`src/hw/rtl/msb_first_code_bit_packer_unit_defines.svh`:
```
// Assertion macros shared by the bit packer RTL.
// No dependencies; files that check their own logic include this header.
`ifndef MSB_FIRST_CODE_BIT_PACKER_UNIT_DEFINES_SVH
`define MSB_FIRST_CODE_BIT_PACKER_UNIT_DEFINES_SVH

// Checks that a condition holds on every clock edge out of reset.
`define MSBPK_ASSERT(label, cond, msg) \
  label: assert property (@(posedge clk_i) disable iff (!rst_ni) (cond)) else $error(msg);

// Checks that a trigger is followed in the same cycle by a consequence.
`define MSBPK_ASSERT_IMP(label, trig, cons, msg) \
  label: assert property (@(posedge clk_i) disable iff (!rst_ni) (trig) |-> (cons)) \
    else $error(msg);

// Checks that a trigger is followed in the next cycle by a consequence.
`define MSBPK_ASSERT_NXT(label, trig, cons, msg) \
  label: assert property (@(posedge clk_i) disable iff (!rst_ni) (trig) |=> (cons)) \
    else $error(msg);

`endif

```
`src/hw/rtl/msbpk_pkg.sv`:
```
// Shared types and constants for the MSB-first code bit packer.
// No dependencies; the interfaces and modules of the block import this package.
package msbpk_pkg;

  localparam int unsigned VALUE_W          = 32;
  localparam int unsigned LEN_W            = 6;
  localparam int unsigned BYTE_W           = 8;
  localparam int unsigned TOTAL_W          = 32;
  localparam int unsigned MAX_CODE_LEN_DEF = 32;

  typedef enum logic [1:0] {
    ST_IDLE,
    ST_EMIT,
    ST_FLUSH
  } msbpk_state_e;

  // Commands from the controller to the datapath.
  typedef struct packed {
    logic accept;
    logic emit_byte;
    logic emit_final;
  } msbpk_cmd_t;

  // Status from the datapath to the controller.
  typedef struct packed {
    logic code_has_byte;
    logic more_bytes;
    logic slot_free;
  } msbpk_sts_t;

endpackage

```
`src/hw/rtl/msbpk_in_if.sv`:
```
// Input channel of the bit packer: one code or one flush per beat.
// Depends on msbpk_pkg for the field widths.
interface msbpk_in_if;
  import msbpk_pkg::*;

  logic               valid;
  logic               ready;
  logic [VALUE_W-1:0] code_value;
  logic [LEN_W-1:0]   code_len;
  logic               flush;

  modport source (output valid, output code_value, output code_len, output flush,
                  input ready);
  modport sink   (input valid, input code_value, input code_len, input flush,
                  output ready);
endinterface

```
`src/hw/rtl/msbpk_out_if.sv`:
```
// Output channel of the bit packer: one packed byte or final report per beat.
// Depends on msbpk_pkg for the field widths.
interface msbpk_out_if;
  import msbpk_pkg::*;

  logic               valid;
  logic               ready;
  logic [BYTE_W-1:0]  data_byte;
  logic               byte_valid;
  logic               is_final;
  logic [TOTAL_W-1:0] bit_total;

  modport source (output valid, output data_byte, output byte_valid, output is_final,
                  output bit_total, input ready);
  modport sink   (input valid, input data_byte, input byte_valid, input is_final,
                  input bit_total, output ready);
endinterface

```
`src/hw/rtl/msbpk_ctrl.sv`:
```
// Controller state machine of the bit packer: input handshake and byte sequencing.
// Depends on msbpk_pkg for the state enum and the command and status structs.
module msbpk_ctrl (
  input  logic                    clk_i,
  input  logic                    rst_ni,
  input  logic                    in_valid_i,
  input  logic                    in_flush_i,
  output logic                    in_ready_o,
  input  msbpk_pkg::msbpk_sts_t   sts_i,
  output msbpk_pkg::msbpk_cmd_t   cmd_o
);
  import msbpk_pkg::*;

  msbpk_state_e state_q, state_d;

  always_ff @(posedge clk_i or negedge rst_ni) begin
    if (!rst_ni) begin
      state_q <= ST_IDLE;
    end else begin
      state_q <= state_d;
    end
  end

  always_comb begin
    state_d = state_q;
    unique case (state_q)
      ST_IDLE: begin
        if (in_valid_i) begin
          if (in_flush_i) begin
            if (!sts_i.slot_free) begin
              state_d = ST_FLUSH;
            end
          end else if (sts_i.code_has_byte) begin
            state_d = ST_EMIT;
          end
        end
      end
      ST_EMIT: begin
        if (sts_i.slot_free && !sts_i.more_bytes) begin
          state_d = ST_IDLE;
        end
      end
      ST_FLUSH: begin
        if (sts_i.slot_free) begin
          state_d = ST_IDLE;
        end
      end
      default: state_d = ST_IDLE;
    endcase
  end

  always_comb begin
    in_ready_o       = 1'b0;
    cmd_o            = '0;
    unique case (state_q)
      ST_IDLE: begin
        in_ready_o = 1'b1;
        if (in_valid_i) begin
          if (in_flush_i) begin
            cmd_o.emit_final = sts_i.slot_free;
          end else begin
            cmd_o.accept = 1'b1;
          end
        end
      end
      ST_EMIT: begin
        cmd_o.emit_byte = sts_i.slot_free;
      end
      ST_FLUSH: begin
        cmd_o.emit_final = sts_i.slot_free;
      end
      default: begin
        in_ready_o = 1'b0;
      end
    endcase
  end

endmodule

```
`src/hw/rtl/msbpk_datapath.sv`:
```
// Datapath of the bit packer: bit accumulator, bit counters and output register.
// Depends on msbpk_pkg and on the assertion macros in the defines header.
`include "msb_first_code_bit_packer_unit_defines.svh"

module msbpk_datapath #(
  parameter int unsigned MAX_CODE_LEN = msbpk_pkg::MAX_CODE_LEN_DEF
) (
  input  logic                            clk_i,
  input  logic                            rst_ni,
  input  logic [msbpk_pkg::VALUE_W-1:0]   code_value_i,
  input  logic [msbpk_pkg::LEN_W-1:0]     code_len_i,
  input  msbpk_pkg::msbpk_cmd_t           cmd_i,
  output msbpk_pkg::msbpk_sts_t           sts_o,
  input  logic                            out_ready_i,
  output logic                            out_valid_o,
  output logic [msbpk_pkg::BYTE_W-1:0]    data_byte_o,
  output logic                            byte_valid_o,
  output logic                            is_final_o,
  output logic [msbpk_pkg::TOTAL_W-1:0]   bit_total_o
);
  import msbpk_pkg::*;

  // Longest code the block takes, and the accumulator that holds it plus the
  // up to seven pending bits of the previous codes. The bit count is wide
  // enough to hold the two-byte threshold even for short code limits.
  localparam int unsigned LIMIT_LEN = (MAX_CODE_LEN < VALUE_W) ? MAX_CODE_LEN : VALUE_W;
  localparam int unsigned ACC_W     = BYTE_W - 1 + LIMIT_LEN;
  localparam int unsigned CNT_W     = $clog2(ACC_W + BYTE_W + 1);
  localparam int unsigned PAD_W     = $clog2(BYTE_W + 1);
  localparam int unsigned PART_W    = $clog2(BYTE_W);

  logic [ACC_W-1:0]   acc_q, acc_d;
  logic [CNT_W-1:0]   cnt_q, cnt_d;
  logic [TOTAL_W-1:0] total_q, total_d;

  logic               out_valid_q, out_valid_d;
  logic [BYTE_W-1:0]  out_byte_q, out_byte_d;
  logic               out_bvalid_q, out_bvalid_d;
  logic               out_final_q, out_final_d;
  logic [TOTAL_W-1:0] out_total_q, out_total_d;

  logic [LEN_W-1:0]   len_eff;
  logic [VALUE_W-1:0] value_mask;
  logic [ACC_W-1:0]   part_mask;
  logic [ACC_W-1:0]   acc_new;
  logic [CNT_W-1:0]   cnt_new;
  logic [TOTAL_W:0]   total_sum;
  logic [BYTE_W-1:0]  next_byte;
  logic [BYTE_W-1:0]  pad_byte;
  logic [PART_W-1:0]  part_cnt;
  logic               slot_free;

  assign part_cnt = cnt_q[PART_W-1:0];

  // Clamp the length and drop value bits above it.
  assign len_eff    = (code_len_i > LEN_W'(LIMIT_LEN)) ? LEN_W'(LIMIT_LEN) : code_len_i;
  assign value_mask = {VALUE_W{1'b1}} >> (LEN_W'(VALUE_W) - len_eff);

  // Append the new code below the pending bits.
  assign part_mask = ~({ACC_W{1'b1}} << part_cnt);
  assign acc_new   = ((acc_q & part_mask) << len_eff) | ACC_W'(code_value_i & value_mask);
  assign cnt_new   = CNT_W'(part_cnt) + CNT_W'(len_eff);
  assign total_sum = {1'b0, total_q} + (TOTAL_W + 1)'(len_eff);

  // Oldest complete byte, and the zero-padded pending byte for a flush.
  assign next_byte = BYTE_W'(acc_q >> (cnt_q - CNT_W'(BYTE_W)));
  assign pad_byte  = BYTE_W'(acc_q[BYTE_W-1:0] << (PAD_W'(BYTE_W) - PAD_W'(part_cnt)));

  assign slot_free = !out_valid_q || out_ready_i;

  assign sts_o.code_has_byte = (cnt_new >= CNT_W'(BYTE_W));
  assign sts_o.more_bytes    = (cnt_q >= CNT_W'(2 * BYTE_W));
  assign sts_o.slot_free     = slot_free;

  always_comb begin
    acc_d   = acc_q;
    cnt_d   = cnt_q;
    total_d = total_q;
    if (cmd_i.accept) begin
      acc_d   = acc_new;
      cnt_d   = cnt_new;
      total_d = total_sum[TOTAL_W] ? {TOTAL_W{1'b1}} : total_sum[TOTAL_W-1:0];
    end else if (cmd_i.emit_byte) begin
      cnt_d = cnt_q - CNT_W'(BYTE_W);
    end else if (cmd_i.emit_final) begin
      cnt_d   = '0;
      total_d = '0;
    end
  end

  always_comb begin
    out_valid_d  = out_valid_q && !out_ready_i;
    out_byte_d   = out_byte_q;
    out_bvalid_d = out_bvalid_q;
    out_final_d  = out_final_q;
    out_total_d  = out_total_q;
    if (cmd_i.emit_byte) begin
      out_valid_d  = 1'b1;
      out_byte_d   = next_byte;
      out_bvalid_d = 1'b1;
      out_final_d  = 1'b0;
      out_total_d  = '0;
    end else if (cmd_i.emit_final) begin
      out_valid_d  = 1'b1;
      out_byte_d   = pad_byte;
      out_bvalid_d = (part_cnt != '0);
      out_final_d  = 1'b1;
      out_total_d  = total_q;
    end
  end

  always_ff @(posedge clk_i or negedge rst_ni) begin
    if (!rst_ni) begin
      cnt_q       <= '0;
      total_q     <= '0;
      out_valid_q <= 1'b0;
    end else begin
      cnt_q       <= cnt_d;
      total_q     <= total_d;
      out_valid_q <= out_valid_d;
    end
  end

  always_ff @(posedge clk_i) begin
    acc_q        <= acc_d;
    out_byte_q   <= out_byte_d;
    out_bvalid_q <= out_bvalid_d;
    out_final_q  <= out_final_d;
    out_total_q  <= out_total_d;
  end

  assign out_valid_o  = out_valid_q;
  assign data_byte_o  = out_byte_q;
  assign byte_valid_o = out_bvalid_q;
  assign is_final_o   = out_final_q;
  assign bit_total_o  = out_total_q;

  `MSBPK_ASSERT_IMP(a_load_needs_slot, cmd_i.emit_byte || cmd_i.emit_final, slot_free,
    "result loaded while the output register still holds an untaken beat")
  `MSBPK_ASSERT_IMP(a_accept_partial_only, cmd_i.accept, cnt_q < CNT_W'(BYTE_W),
    "code accepted while complete bytes are still pending")
  `MSBPK_ASSERT_NXT(a_final_clears, cmd_i.emit_final, cnt_q == '0 && total_q == '0,
    "stream state not cleared after a flush")
  `MSBPK_ASSERT_IMP(a_byte_has_no_total, out_valid_q && !out_final_q,
    out_bvalid_q && out_total_q == '0, "non-final beat carries a bit total or no byte")

endmodule

```
`src/hw/rtl/msb_first_code_bit_packer_unit.sv`:
```
// A code is taken in the idle state; the emit state then loads its complete bytes.
// A code completes 0 to 4 bytes; no new code is taken until all are loaded.
// The single byte extractor emits one byte per cycle while the output is free.
// A stalled output holds its beat; a code is taken while the last result still waits.
// Reset (rst_ni low, asynchronous) empties the partial byte, bit total and output.
//
// Top level of the MSB-first code bit packer. Depends on msbpk_pkg, the two
// channel interfaces, msbpk_ctrl and msbpk_datapath.
module msb_first_code_bit_packer_unit #(
  parameter int unsigned MAX_CODE_LEN = msbpk_pkg::MAX_CODE_LEN_DEF
) (
  input  logic        clk_i,
  input  logic        rst_ni,
  msbpk_in_if.sink    code_i,
  msbpk_out_if.source byte_o
);
  import msbpk_pkg::*;

  // The controller owns the input handshake and decides when the datapath
  // appends a code, pulls one byte from its accumulator or reports the end of
  // a stream. The datapath tells it whether the offered code completes a byte,
  // whether more bytes are pending and whether the output register is free.
  msbpk_cmd_t cmd;
  msbpk_sts_t sts;
  logic       in_ready;

  msbpk_ctrl u_ctrl (
    .clk_i      (clk_i),
    .rst_ni     (rst_ni),
    .in_valid_i (code_i.valid),
    .in_flush_i (code_i.flush),
    .in_ready_o (in_ready),
    .sts_i      (sts),
    .cmd_o      (cmd)
  );

  // The datapath keeps pending code bits right aligned in an accumulator wide
  // enough for seven leftover bits plus the longest code, so a code never has
  // to wait for room. The output register decouples the two channels.
  msbpk_datapath #(
    .MAX_CODE_LEN (MAX_CODE_LEN)
  ) u_datapath (
    .clk_i         (clk_i),
    .rst_ni        (rst_ni),
    .code_value_i  (code_i.code_value),
    .code_len_i    (code_i.code_len),
    .cmd_i         (cmd),
    .sts_o         (sts),
    .out_ready_i   (byte_o.ready),
    .out_valid_o   (byte_o.valid),
    .data_byte_o   (byte_o.data_byte),
    .byte_valid_o  (byte_o.byte_valid),
    .is_final_o    (byte_o.is_final),
    .bit_total_o   (byte_o.bit_total)
  );

  assign code_i.ready = in_ready;

endmodule

```
`src/flat_wrapper.sv`:
```
// flat-port wrapper written by rule: the top's interface ports become plain ports
module msb_first_code_bit_packer_unit_flat import msbpk_pkg::*;
#(
  parameter int unsigned MAX_CODE_LEN = msbpk_pkg::MAX_CODE_LEN_DEF
)
  (clk_i, rst_ni, code_i_valid, code_i_code_value, code_i_code_len, code_i_flush, code_i_ready, byte_o_valid, byte_o_data_byte, byte_o_byte_valid, byte_o_is_final, byte_o_bit_total, byte_o_ready);
  msbpk_in_if code_i_i ();
  msbpk_out_if byte_o_i ();
  input  logic clk_i;
  input  logic rst_ni;
  input wire logic [$bits(code_i_i.valid)-1:0] code_i_valid;
  input wire logic [$bits(code_i_i.code_value)-1:0] code_i_code_value;
  input wire logic [$bits(code_i_i.code_len)-1:0] code_i_code_len;
  input wire logic [$bits(code_i_i.flush)-1:0] code_i_flush;
  output wire logic [$bits(code_i_i.ready)-1:0] code_i_ready;
  output wire logic [$bits(byte_o_i.valid)-1:0] byte_o_valid;
  output wire logic [$bits(byte_o_i.data_byte)-1:0] byte_o_data_byte;
  output wire logic [$bits(byte_o_i.byte_valid)-1:0] byte_o_byte_valid;
  output wire logic [$bits(byte_o_i.is_final)-1:0] byte_o_is_final;
  output wire logic [$bits(byte_o_i.bit_total)-1:0] byte_o_bit_total;
  input wire logic [$bits(byte_o_i.ready)-1:0] byte_o_ready;
  assign code_i_i.valid = code_i_valid;
  assign code_i_i.code_value = code_i_code_value;
  assign code_i_i.code_len = code_i_code_len;
  assign code_i_i.flush = code_i_flush;
  assign code_i_ready = code_i_i.ready;
  assign byte_o_valid = byte_o_i.valid;
  assign byte_o_data_byte = byte_o_i.data_byte;
  assign byte_o_byte_valid = byte_o_i.byte_valid;
  assign byte_o_is_final = byte_o_i.is_final;
  assign byte_o_bit_total = byte_o_i.bit_total;
  assign byte_o_i.ready = byte_o_ready;
  msb_first_code_bit_packer_unit #(.MAX_CODE_LEN(MAX_CODE_LEN)) u_core (.clk_i(clk_i), .rst_ni(rst_ni), .code_i(code_i_i), .byte_o(byte_o_i));
endmodule
```
`config.mk`:
```
export PLATFORM = sky130hd
export DESIGN_NAME = msb_first_code_bit_packer_unit_flat
export DESIGN_NICKNAME = d
export VERILOG_FILES = /design/src/hw/rtl/msbpk_pkg.sv /design/src/hw/rtl/msbpk_in_if.sv /design/src/hw/rtl/msbpk_out_if.sv /design/src/hw/rtl/msbpk_ctrl.sv /design/src/hw/rtl/msbpk_datapath.sv /design/src/hw/rtl/msb_first_code_bit_packer_unit.sv /design/src/flat_wrapper.sv
export VERILOG_INCLUDE_DIRS = /design/src /design/src/hw/rtl
export SDC_FILE = /design/constraint.sdc
export NUM_CORES = 1
export LEC_CHECK = 0
export BUFFER_PORTS_ARGS = -buffer_cell sky130_fd_sc_hd__buf_2
export CAP_MARGIN = 20
export CELL_PAD_IN_SITES_DETAIL_PLACEMENT = 0
export CELL_PAD_IN_SITES_GLOBAL_PLACEMENT = 1
export CORE_ASPECT_RATIO = 0.75
export CORE_MARGIN = 2
export CORE_UTILIZATION = 50
export DETAILED_ROUTE_END_ITERATION = 12
export GPL_ROUTABILITY_DRIVEN = 0
export PLACE_DENSITY = 0.89
export SYNTH_ARGS = -nofsm -noshare
export SYNTH_HDL_FRONTEND = slang
export SYNTH_SLANG_ARGS = --single-unit
```
`constraint.sdc`:
```
create_clock -name clk_i -period 8.6 [get_ports clk_i]
set_input_delay 1.72 -clock clk_i [delete_from_list [all_inputs] [get_ports clk_i]]
set_output_delay 1.72 -clock clk_i [all_outputs]
set_load 0.05 [all_outputs]
```
# == After elaboration in Yosys (flattened, before gate mapping) ==
# Index checks and enable logic that the tools add are counted.
# op_classes
eq_ne,8
bitwise,4
mux,27
order_cmp,3
n_reduce_logical,13
add_sub_neg,5
shift,5
# ops
cell,n
$mux 32,4
$and 39x39->39,1
$not 39->39,1
$or 39x32->39,1
$shl 39x3->39 const A,1
$shl 39x6->39,1
$shr 39x6->8,1
$add 32x6->33,1
$and 32x32->32,1
$shr 32x6->32 const A,1
$mux 6,4
$mux 8,2
$mux 2,6
$mux 1,9
$shl 8x4->8,1
$add 3x6->6,1
$ge 6x4->1 const B,1
$ge 6x5->1 const B,1
$gt 6x6->1 const B,1
$ne 2x2->1 const B,3
$pmux 2 s3,1
$reduce_bool 3->1,2
$sub 6x4->6 const B,1
$sub 6x6->6 const A,1
other kinds (14),18
# word_totals
wordCells,74
ff_bits,122
output_inout_bits,44
in_bits,43

# == Longest topological paths before layout ==
# Gate-level depths: netlist of the first run.
# logic_depth
ltp_word,8
ltp_mapped,12
mapped_depth_nobuf,10

# == Modules after synthesis ==
# From an unflattened synthesis of the first run, not the netlist that was laid out.
# hier_totals
hier_cells,915
area_unflattened_um2,8257.9
# modules_own_cells
mod,instances,cells_per_inst,area_each_um2
msbpk_datapath,1,903,8144.1
msbpk_ctrl,1,12,113.9

# == Least setup slack after synthesis of the first run ==
# Ideal clock, no wire load.
# synth_path
path_type,input to register
from,input port code_i_code_len[1]
to,register u_core.u_datapath.total_q[31]
n_path_buf,2
arrival_time_ps,3848
setup_slack_ps,4603
stages,10
setup_time_ps,149
path_cell_list,nor2b_1 -> clkbuf_1 -> ha_1 -> a21o_1 -> maj3_4 -> a31oi_2 -> buf_6 -> nor4b_4 -> a41oi_1 -> a311oi_1
# synth_between
elab_chain_cells,5
# synth_lines
item,line,text
start: declaration,flat_wrapper.sv:13,input wire logic [$bits(code_i_i.code_len)-1:0] code_i_code_len;
$gt 6x6->1,msbpk_datapath.sv:56,assign len_eff = (code_len_i > LEN_W'(LIMIT_LEN)) ? LEN_W'(LIMIT_LEN) : code_len_i;
$mux 6 *,msbpk_datapath.sv:56,
$add 32x6->33 *,msbpk_datapath.sv:63,"assign total_sum = {1'b0, total_q} + (TOTAL_W + 1)'(len_eff);"
$mux 32 *,msbpk_datapath.sv:82,total_d = total_sum[TOTAL_W] ? {TOTAL_W{1'b1}} : total_sum[TOTAL_W-1:0];
$mux 32 *,msbpk_datapath.sv:79,if (cmd_i.accept) begin
end signal: assignment,msbpk_datapath.sv:119,total_q <= total_d;
end: declaration,msbpk_datapath.sv:34,"logic [TOTAL_W-1:0] total_q, total_d;"
# Every way passes the cells marked *; elsewhere a longest branch is shown, timed or not.
# A chain may end at the register's enable or synchronous reset.

# == Final worst setup path of the first run ==
# layout_path
from,input port code_i_code_len[5]
to,register u_core.u_datapath.total_q[24]
# Same word-level chain as after synthesis.

==> results.tsv, run 1 <==
stage	metric	value	unit
routing	metal3 WL	2250	um
synthesis	Cells after Synth	888	
synthesis	Netlist Area Pre-Place	0.00842	mm2
routing	Routed WL per cell	20.4	um
synthesis	library cells used by synthesis	92	
sta	Worst Skew	8.12	ps
grt	GRT Util Overall	0.271	
status	outcome	finished, final reports clean	
clocking	htree depth	4	
floorplan	Initial Util	0.505	
worst_setup_path	Startpoint Class	primary input	
routing	uppermost layer routed	met4	
synthesis	number of synthesized flops with an enable pin	47	
power	sequential share of power	0.267	
sta	Worst-Margin Slew	1000	ps
synthesis	share of the synthesized area in the top cell type	0.168	
floorplan	Die Span Y	116	um
routing	DR pass1 iterations	6	
synthesis	post-synthesis sequential area ratio	0.370	
worst_setup_path	Crit-path slowest cell	nor2b_1	
floorplan	core area	0.0167	mm2
run	Max Cap Viol	0	
final_layout	# nets final	1002	
power	Static Leak	3.80	nW
sta	period utilization	0.572	
sta	RSZ-0062 raised after global routing	no	
grt	global-route wire length before repair	37400	um
synthesis	top_reg_cell synth	edfxtp_1	
final_layout	Reg area	0.00312	mm2
sta	Final Hold Vio Count	0	
power	Switching Share	0.413	
clocking	Reg clk slew, reported paths	60	ps
floorplan	FP Rows	41	
clocking	setup bufs post-CTS	0	
clocking	CTS Sinks	122	
sta	Final TNS setup	0	ps
placement	DP HPWL	17000	um
clocking	Clock Tree Buf Depth	2	
floorplan	Die W	154	um
grt	number of global-route vias before repair	6545	
final_layout	synthesis-to-finish area growth	13.2	%
routing	routed wl met2	9810	um
worst_setup_path	Setup CP Type	in -> reg	
clocking	Clk Latency, worst-skew pair	420	ps
final_layout	share of cells above drive strength 1	0.210	
clocking	Hold Buf Count CTS	0	
hold_path	Hold Path Class	reg -> reg	
power	Power Internal	1.78	mW
clocking	CTS root buf	clkbuf_16	
worst_setup_path	Top delay family on crit path	simple AND/OR/NAND/NOR gates	
sta	hold slack	449	ps
synthesis	dominant cell type by area after synthesis	edfxtp_1	
worst_setup_path	WP buf/inv	2	
power	net switching power	1.25	mW
synthesis	YS warnings	0	
synthesis	Syn Area/Cell	9.48	um2
routing	routed vias	7541	
worst_setup_path	CP Data Arrival Time	5250	ps
sta	max_slew headroom	0.332	
grt	largest net degree at the start of global routing	63	
worst_setup_path	CP Max Fanout	18	
worst_setup_path	worst-path cell chain	buf_2, nor2b_1, ha_1, inv_1, fa_1, nand4bb_1, o2111ai_4, a21oi_4, nor3_2, a41oi_1, a211oi_2	
power	Gate power share	0.476	
power	clock share of power	0.257	
power	Max VDD drop	0.206	mV
worst_setup_path	max incr delay on CP	730	ps
clocking	CTS tree	built	
grt	GRT overflow	0	
sta	Final setup viols	0	
floorplan	I/O pin count	87	
final_layout	Inserted Diodes	0	
placement	Port Buffers	86	
final_layout	fill count	1463	
synthesis	Syn Nets	949	
routing	Initial DRC Count	1055	
sta	fmax	203	MHz
sta	Final min period	4920	ps
routing	routed metal-1 wirelength	11600	um
power	pwr/cell area	318	mW/mm2
grt	initial antenna violation count	0	
clocking	cts bufs inserted	17	
floorplan	full die area	0.0179	mm2
routing	vias per cell	6.45	
synthesis	Synth area leaders	edfxtp_1 (17%), dfrtp_1 (12%), dfxtp_1 (8.1%), mux4_2 (7.2%), nand2_1 (5.8%)	
worst_setup_path	WP data required	8930	ps
routing	post-route antenna net violation count	0	
final_layout	multi-input combinational cell area	0.00490	mm2
routing	Detailed Route WL	23900	um
synthesis	#FFs+latches synth	122	
clocking	post-CTS resize count	0	
worst_setup_path	endpoint class of the critical path	flip-flop	
sta	Max Slew Vio Count	0	
synthesis	fraction of registers with async set/reset	0.336	
routing	DRC	0	
-- cell usage after synthesis (all sizes together), types with 5 or more instances --
cell,number
or3,5
ha,16
mux2i,26
nand4,8
a221oi,5
mux2,10
xnor2,8
o31ai,6
o22ai,10
a211oi,8
dfxtp,34
mux4,35
o221ai,11
o211ai,15
nand2,131
a21oi,49
edfxtp,47
nor2b,15
nand3b,7
nand2b,8
and3,9
clkbuf,37
nor3,21
nor2,51
a32o,7
a31oi,16
inv,25
o21a,7
o21ai,62
dfrtp,41
buf,24
nand3,65
-- area by class of cell --
type | instances | area share
multi-input combinational | 678 | 0.515
tap | 215 | 0.0282
clock buffer | 20 | 0.0458
timing repair buffer | 95 | 0.0523
clock inverter | 12 | 0.0206
inverter | 27 | 0.0109
sequential | 122 | 0.328
-- flip-flops by register name (all words and copies together) (netlist names) --
register                        flops
u_core.u_datapath.data_byte_o       8
u_core.u_datapath.is_final_o        1
u_core.u_datapath.bit_total_o      32
u_core.u_datapath.byte_valid_o      1
u_core.u_datapath.cnt_q             6
u_core.u_ctrl.state_q               2
u_core.u_datapath.out_valid_o       1
u_core.u_datapath.acc_q            39
u_core.u_datapath.total_q          32
-- worst paths after layout --
check,end,from,cells past startpoint,slack [ps]
setup / recovery,u_core.u_datapath.total_q[24]$_DFFE_PN0P_,code_i_code_len[5],11,3680
hold / removal,u_core.u_datapath.bit_total_o[10]$_SDFFE_PP0P_,u_core.u_datapath.bit_total_o[10]$_SDFFE_PP0P_,2,450
setup reg to reg,u_core.u_datapath.data_byte_o[3]$_DFFE_PP_,u_core.u_datapath.cnt_q[3]$_DFFE_PN0P_,7,5300
hold reg to reg,u_core.u_datapath.bit_total_o[10]$_SDFFE_PP0P_,u_core.u_datapath.bit_total_o[10]$_SDFFE_PP0P_,2,450
max in group asynchronous,u_core.u_datapath.cnt_q[1]$_DFFE_PN0P_,rst_ni,1,6480
min in group asynchronous,u_core.u_datapath.total_q[26]$_DFFE_PN0P_,rst_ni,1,1440
-- worst min-delay path, cell delays in order, from the launching register on --
cell	delay, ps
dfxtp_1	300
nand3_1	60
nand2_1	40
-- power by group through the flow --
stage	Sequential [mW]	Combinational [mW]	Clock [mW]
final	0.809	1.44	0.778
after global routing	0.819	1.56	0.810
after CTS	0.806	1.42	0.787
after detailed placement	0.816	1.42	0
after global placement	0.813	1.41	0
after floorplan	0.925	1.01	0
-- stage by stage --
stage	util	std cells	setup WS [ps]	area [um2]	power, mW
2_1_floorplan	-	888	4600	8420	1.93
3_3_place_gp	0.533	1137	3570	8890	2.22
3_5_place_dp	0.533	1137	3410	8890	2.24
4_1_cts	0.571	1169	3730	9530	3.02
5_1_grt	0.571	1169	3500	9530	3.19
6_report	0.571	1169	3680	9530	3.03
-- cells in the final DEF, fill, tap and decap left out, types with 5 or more instances in the layout --
cell / n
buf_2: 86
nand3b_1: 7
inv_1: 21
nor3_2: 6
and3_1: 9
dfrtp_1: 39
o31ai_1: 5
nand4_1: 7
o221ai_1: 11
edfxtp_1: 47
o21a_1: 7
nor2b_1: 14
mux2_2: 10
buf_4: 9
a32o_1: 7
mux2i_1: 26
mux4_2: 27
bufinv_16: 5
a211oi_1: 6
nor3_1: 14
a21oi_1: 48
a31oi_1: 14
o211ai_1: 15
dfxtp_1: 34
xnor2_1: 8
mux4_1: 8
nand2b_1: 8
o21ai_0: 59
nand3_1: 64
o22ai_1: 10
nand2_1: 130
nor2_1: 50
ha_1: 16
clkbuf_16: 17
-- routing by layer --
layer,vias to the layer above,track usage
met1,3617,0.433
met2,412,0.374
met5,-,0
met3,24,0.0542
met4,0,0.0586
li1,3488,-
-- cell families (layout without fill, tap and decap cells) --
group	after synthesis	in the layout	share of synthesized area
fa+ha+maj	20	20	0.0314
mux	71	71	0.141
buf+inv	88	154	0.0482
flops	122	122	0.370
simple gates	339	339	0.201
xor+xnor	8	8	0.00832
compound gates	240	240	0.199
(Power assumes the default switching activity.)
==> inputs of run 2 (changes only) <==
Settings changed: CORE_UTILIZATION 50 to 47, PLACE_DENSITY 0.89 to 0.85.
Clock period 8.6 ns to 4.7 ns, I/O delays scaled along.
==> results.tsv, run 2 (synthesis results as in run 1) <==
stage	metric	value	unit	change
placement	Port Buffers	86		unchanged
sta	fmax	273	MHz	
power	pwr/cell area	572	mW/mm2	was 318 mW/mm2
grt	GR Layer Usage met1	0.437		was 0.433
hold_path	Worst Hold End	u_core.u_datapath.bit_total_o[8]$_SDFFE_PP0P_		was u_core.u_datapath.bit_total_o[10]$_SDFFE_PP0P_
clocking	cts bufs inserted	17		unchanged
final_layout	most frequent cells in the layout	nand2_1 (130), buf_2 (86), nand3_1 (64), o21ai_0 (59), nor2_1 (50)		unchanged
grt	layer with the highest usage	met1		unchanged
final_layout	Inserted Diodes	0		unchanged
status	outcome	finished, final reports clean		unchanged
grt	GRT Util Overall	0.266		was 0.271
worst_setup_path	depth of the worst register-to-register path	7		unchanged
routing	DRC	0		unchanged
worst_setup_path	reg2reg start	u_core.u_datapath.cnt_q[3]$_DFFE_PN0P_		unchanged
routing	post-route antenna net violation count	0		unchanged
worst_setup_path	endpoint class of the critical path	flip-flop		unchanged
final_layout	Top reg by flops	u_core.u_datapath.acc_q		unchanged
clocking	setup bufs post-CTS	0		unchanged
sta	Worst Skew	13.1	ps	was 8.12 ps
worst_setup_path	CP Data Arrival Time	3990	ps	was 5250 ps
sta	period utilization	0.779		
clocking	Reg clk slew, reported paths	60	ps	about the same
sta	Final min period	3660	ps	
sta	Worst-Margin Slew	947	ps	was 1000 ps
grt	global-route wire length before repair	38700	um	was 37400 um
worst_setup_path	WP data required	5030	ps	was 8930 ps
clocking	CTS Sinks	122		unchanged
floorplan	FP Rows	42		was 41
hold_path	Worst Hold Depth	2		unchanged
grt	largest net degree at the start of global routing	61		was 63
grt	number of global-route vias before repair	6713		was 6545
sta	setup slack after layout	1040	ps	was 3680 ps
floorplan	full die area	0.0190	mm2	was 0.0179 mm2
hold_path	Hold Path Class	reg -> reg		unchanged
routing	Routed WL per cell	20.3	um	was 20.4 um
run	Max Cap Viol	0		unchanged
power	Static Leak	3.80	nW	about the same
clocking	htree depth	4		unchanged
worst_setup_path	Startpoint Class	primary input		unchanged
final_layout	share of cells above drive strength 1	0.214		was 0.210
placement	DP Cell Count	1169		was 1137
placement	DP Worst Slack	703	ps	was 3410 ps
grt	initial antenna violation count	0		unchanged
floorplan	Initial Util	0.478		was 0.505
sta	Max Slew Vio Count	0		unchanged
routing	Initial DRC Count	902		was 1055
hold_path	HP Start	u_core.u_datapath.bit_total_o[8]$_SDFFE_PP0P_		was u_core.u_datapath.bit_total_o[10]$_SDFFE_PP0P_
power	Total Power	5.46	mW	was 3.03 mW
clocking	CTS tree	built		unchanged
clocking	post-CTS resize count	0		unchanged
final_layout	synthesis-to-finish area growth	13.5	%	was 13.2%
floorplan	core area	0.0176	mm2	was 0.0167 mm2
sta	max_slew headroom	0.369		was 0.332
final_layout	max reg flops	39		unchanged
final_layout	post-route insts no fill	1201		was 1169
power	Max VDD drop	0.334	mV	was 0.206 mV
final_layout	most common cell after layout, fill and taps aside	nand2_1		unchanged
grt	Global Route met2 Usage	0.342		was 0.374
final_layout	fill count	1640		was 1463
routing	vias per cell	6.26		was 6.45
sta	RSZ-0062 raised after global routing	no		unchanged
routing	Detailed Route WL	24400	um	was 23900 um
worst_setup_path	CP Max Fanout	18		unchanged
worst_setup_path	Setup crit start	code_i_code_len[5]		unchanged
grt	met3 Usage GRT	0.0686		was 0.0542
worst_setup_path	Reg2Reg Setup Slack	1430	ps	was 5300 ps
sta	Final setup viols	0		unchanged
final_layout	final core occ	0.543		was 0.571
clocking	CTS root buf	clkbuf_16		unchanged
final_layout	# nets final	1007		was 1002
clocking	Clk Latency, worst-skew pair	420	ps	about the same
worst_setup_path	Setup CP Type	in -> reg		unchanged
placement	DP HPWL	17800	um	was 17000 um
sta	Final TNS setup	0	ps	unchanged
worst_setup_path	reg2reg end	u_core.u_datapath.data_byte_o[4]$_DFFE_PP_		was u_core.u_datapath.data_byte_o[3]$_DFFE_PP_
floorplan	Die Span Y	120	um	was 116 um
routing	routed vias	7524		was 7541
sta	Final Hold Vio Count	0		unchanged
grt	GRT overflow	0		unchanged
floorplan	Die W	159	um	was 154 um
routing	DR pass1 iterations	5		was 6
clocking	Clock Tree Buf Depth	2		unchanged
clocking	Hold Buf Count CTS	0		unchanged
floorplan	I/O pin count	87		unchanged
## run 2: worst max-delay path, cell delays in order
cell       delay, ps
buf_2            230
nor2b_1          160
buf_4            220
inv_1            240
fa_1             510
nand4bb_1        250
o2111ai_4        170
a21oi_4          150
nor3_2           620
a41oi_1          250
a211oi_2         240
## run 2: cell type report
cell class | instances | area [um2] | share of cell area
clock inverters | 13 | 151 | 0.0158
well taps | 242 | 303 | 0.0317
multi-input cells | 678 | 4900 | 0.513
clock buffers | 19 | 433 | 0.0453
inverters | 27 | 104 | 0.0109
repair buffers | 100 | 539 | 0.0565
flip-flops and latches | 122 | 3120 | 0.327
## run 2: where the power goes
group          internal, mW  switching [mW]
Sequential             1.33           0.203
Clock                 0.827           0.490
Combinational         0.995            1.62
Total                  3.15            2.31
## run 2: how the worst max path moves through the flow
stage	endpoint	slack, ps	depth (start not counted)
4_1_cts	u_core.u_datapath.total_q[24]$_DFFE_PN0P_	1130	11
3_5_place_dp	u_core.u_datapath.total_q[24]$_DFFE_PN0P_	700	11
6_report	u_core.u_datapath.total_q[24]$_DFFE_PN0P_	1040	11
3_3_place_gp	u_core.u_datapath.total_q[24]$_DFFE_PN0P_	790	11
5_1_grt	u_core.u_datapath.total_q[24]$_DFFE_PN0P_	900	11
2_1_floorplan	u_core.u_datapath.total_q[5]$_DFFE_PN0P_	1260	6
## run 2: through the flow
stage          hold WS (ps)  instance area [um2]
2_1_floorplan           456                 8420
3_3_place_gp            441                 8960
3_5_place_dp            442                 8970
4_1_cts                 451                 9550
5_1_grt                 464                 9550
6_report                448                 9550
## run 2: per-layer routing
metal  up-vias  routed length, um
li1       3510                  -
met1      3620              12000
met2       366               9770
met3        28               2300
met4         0                295
met5         -                  0
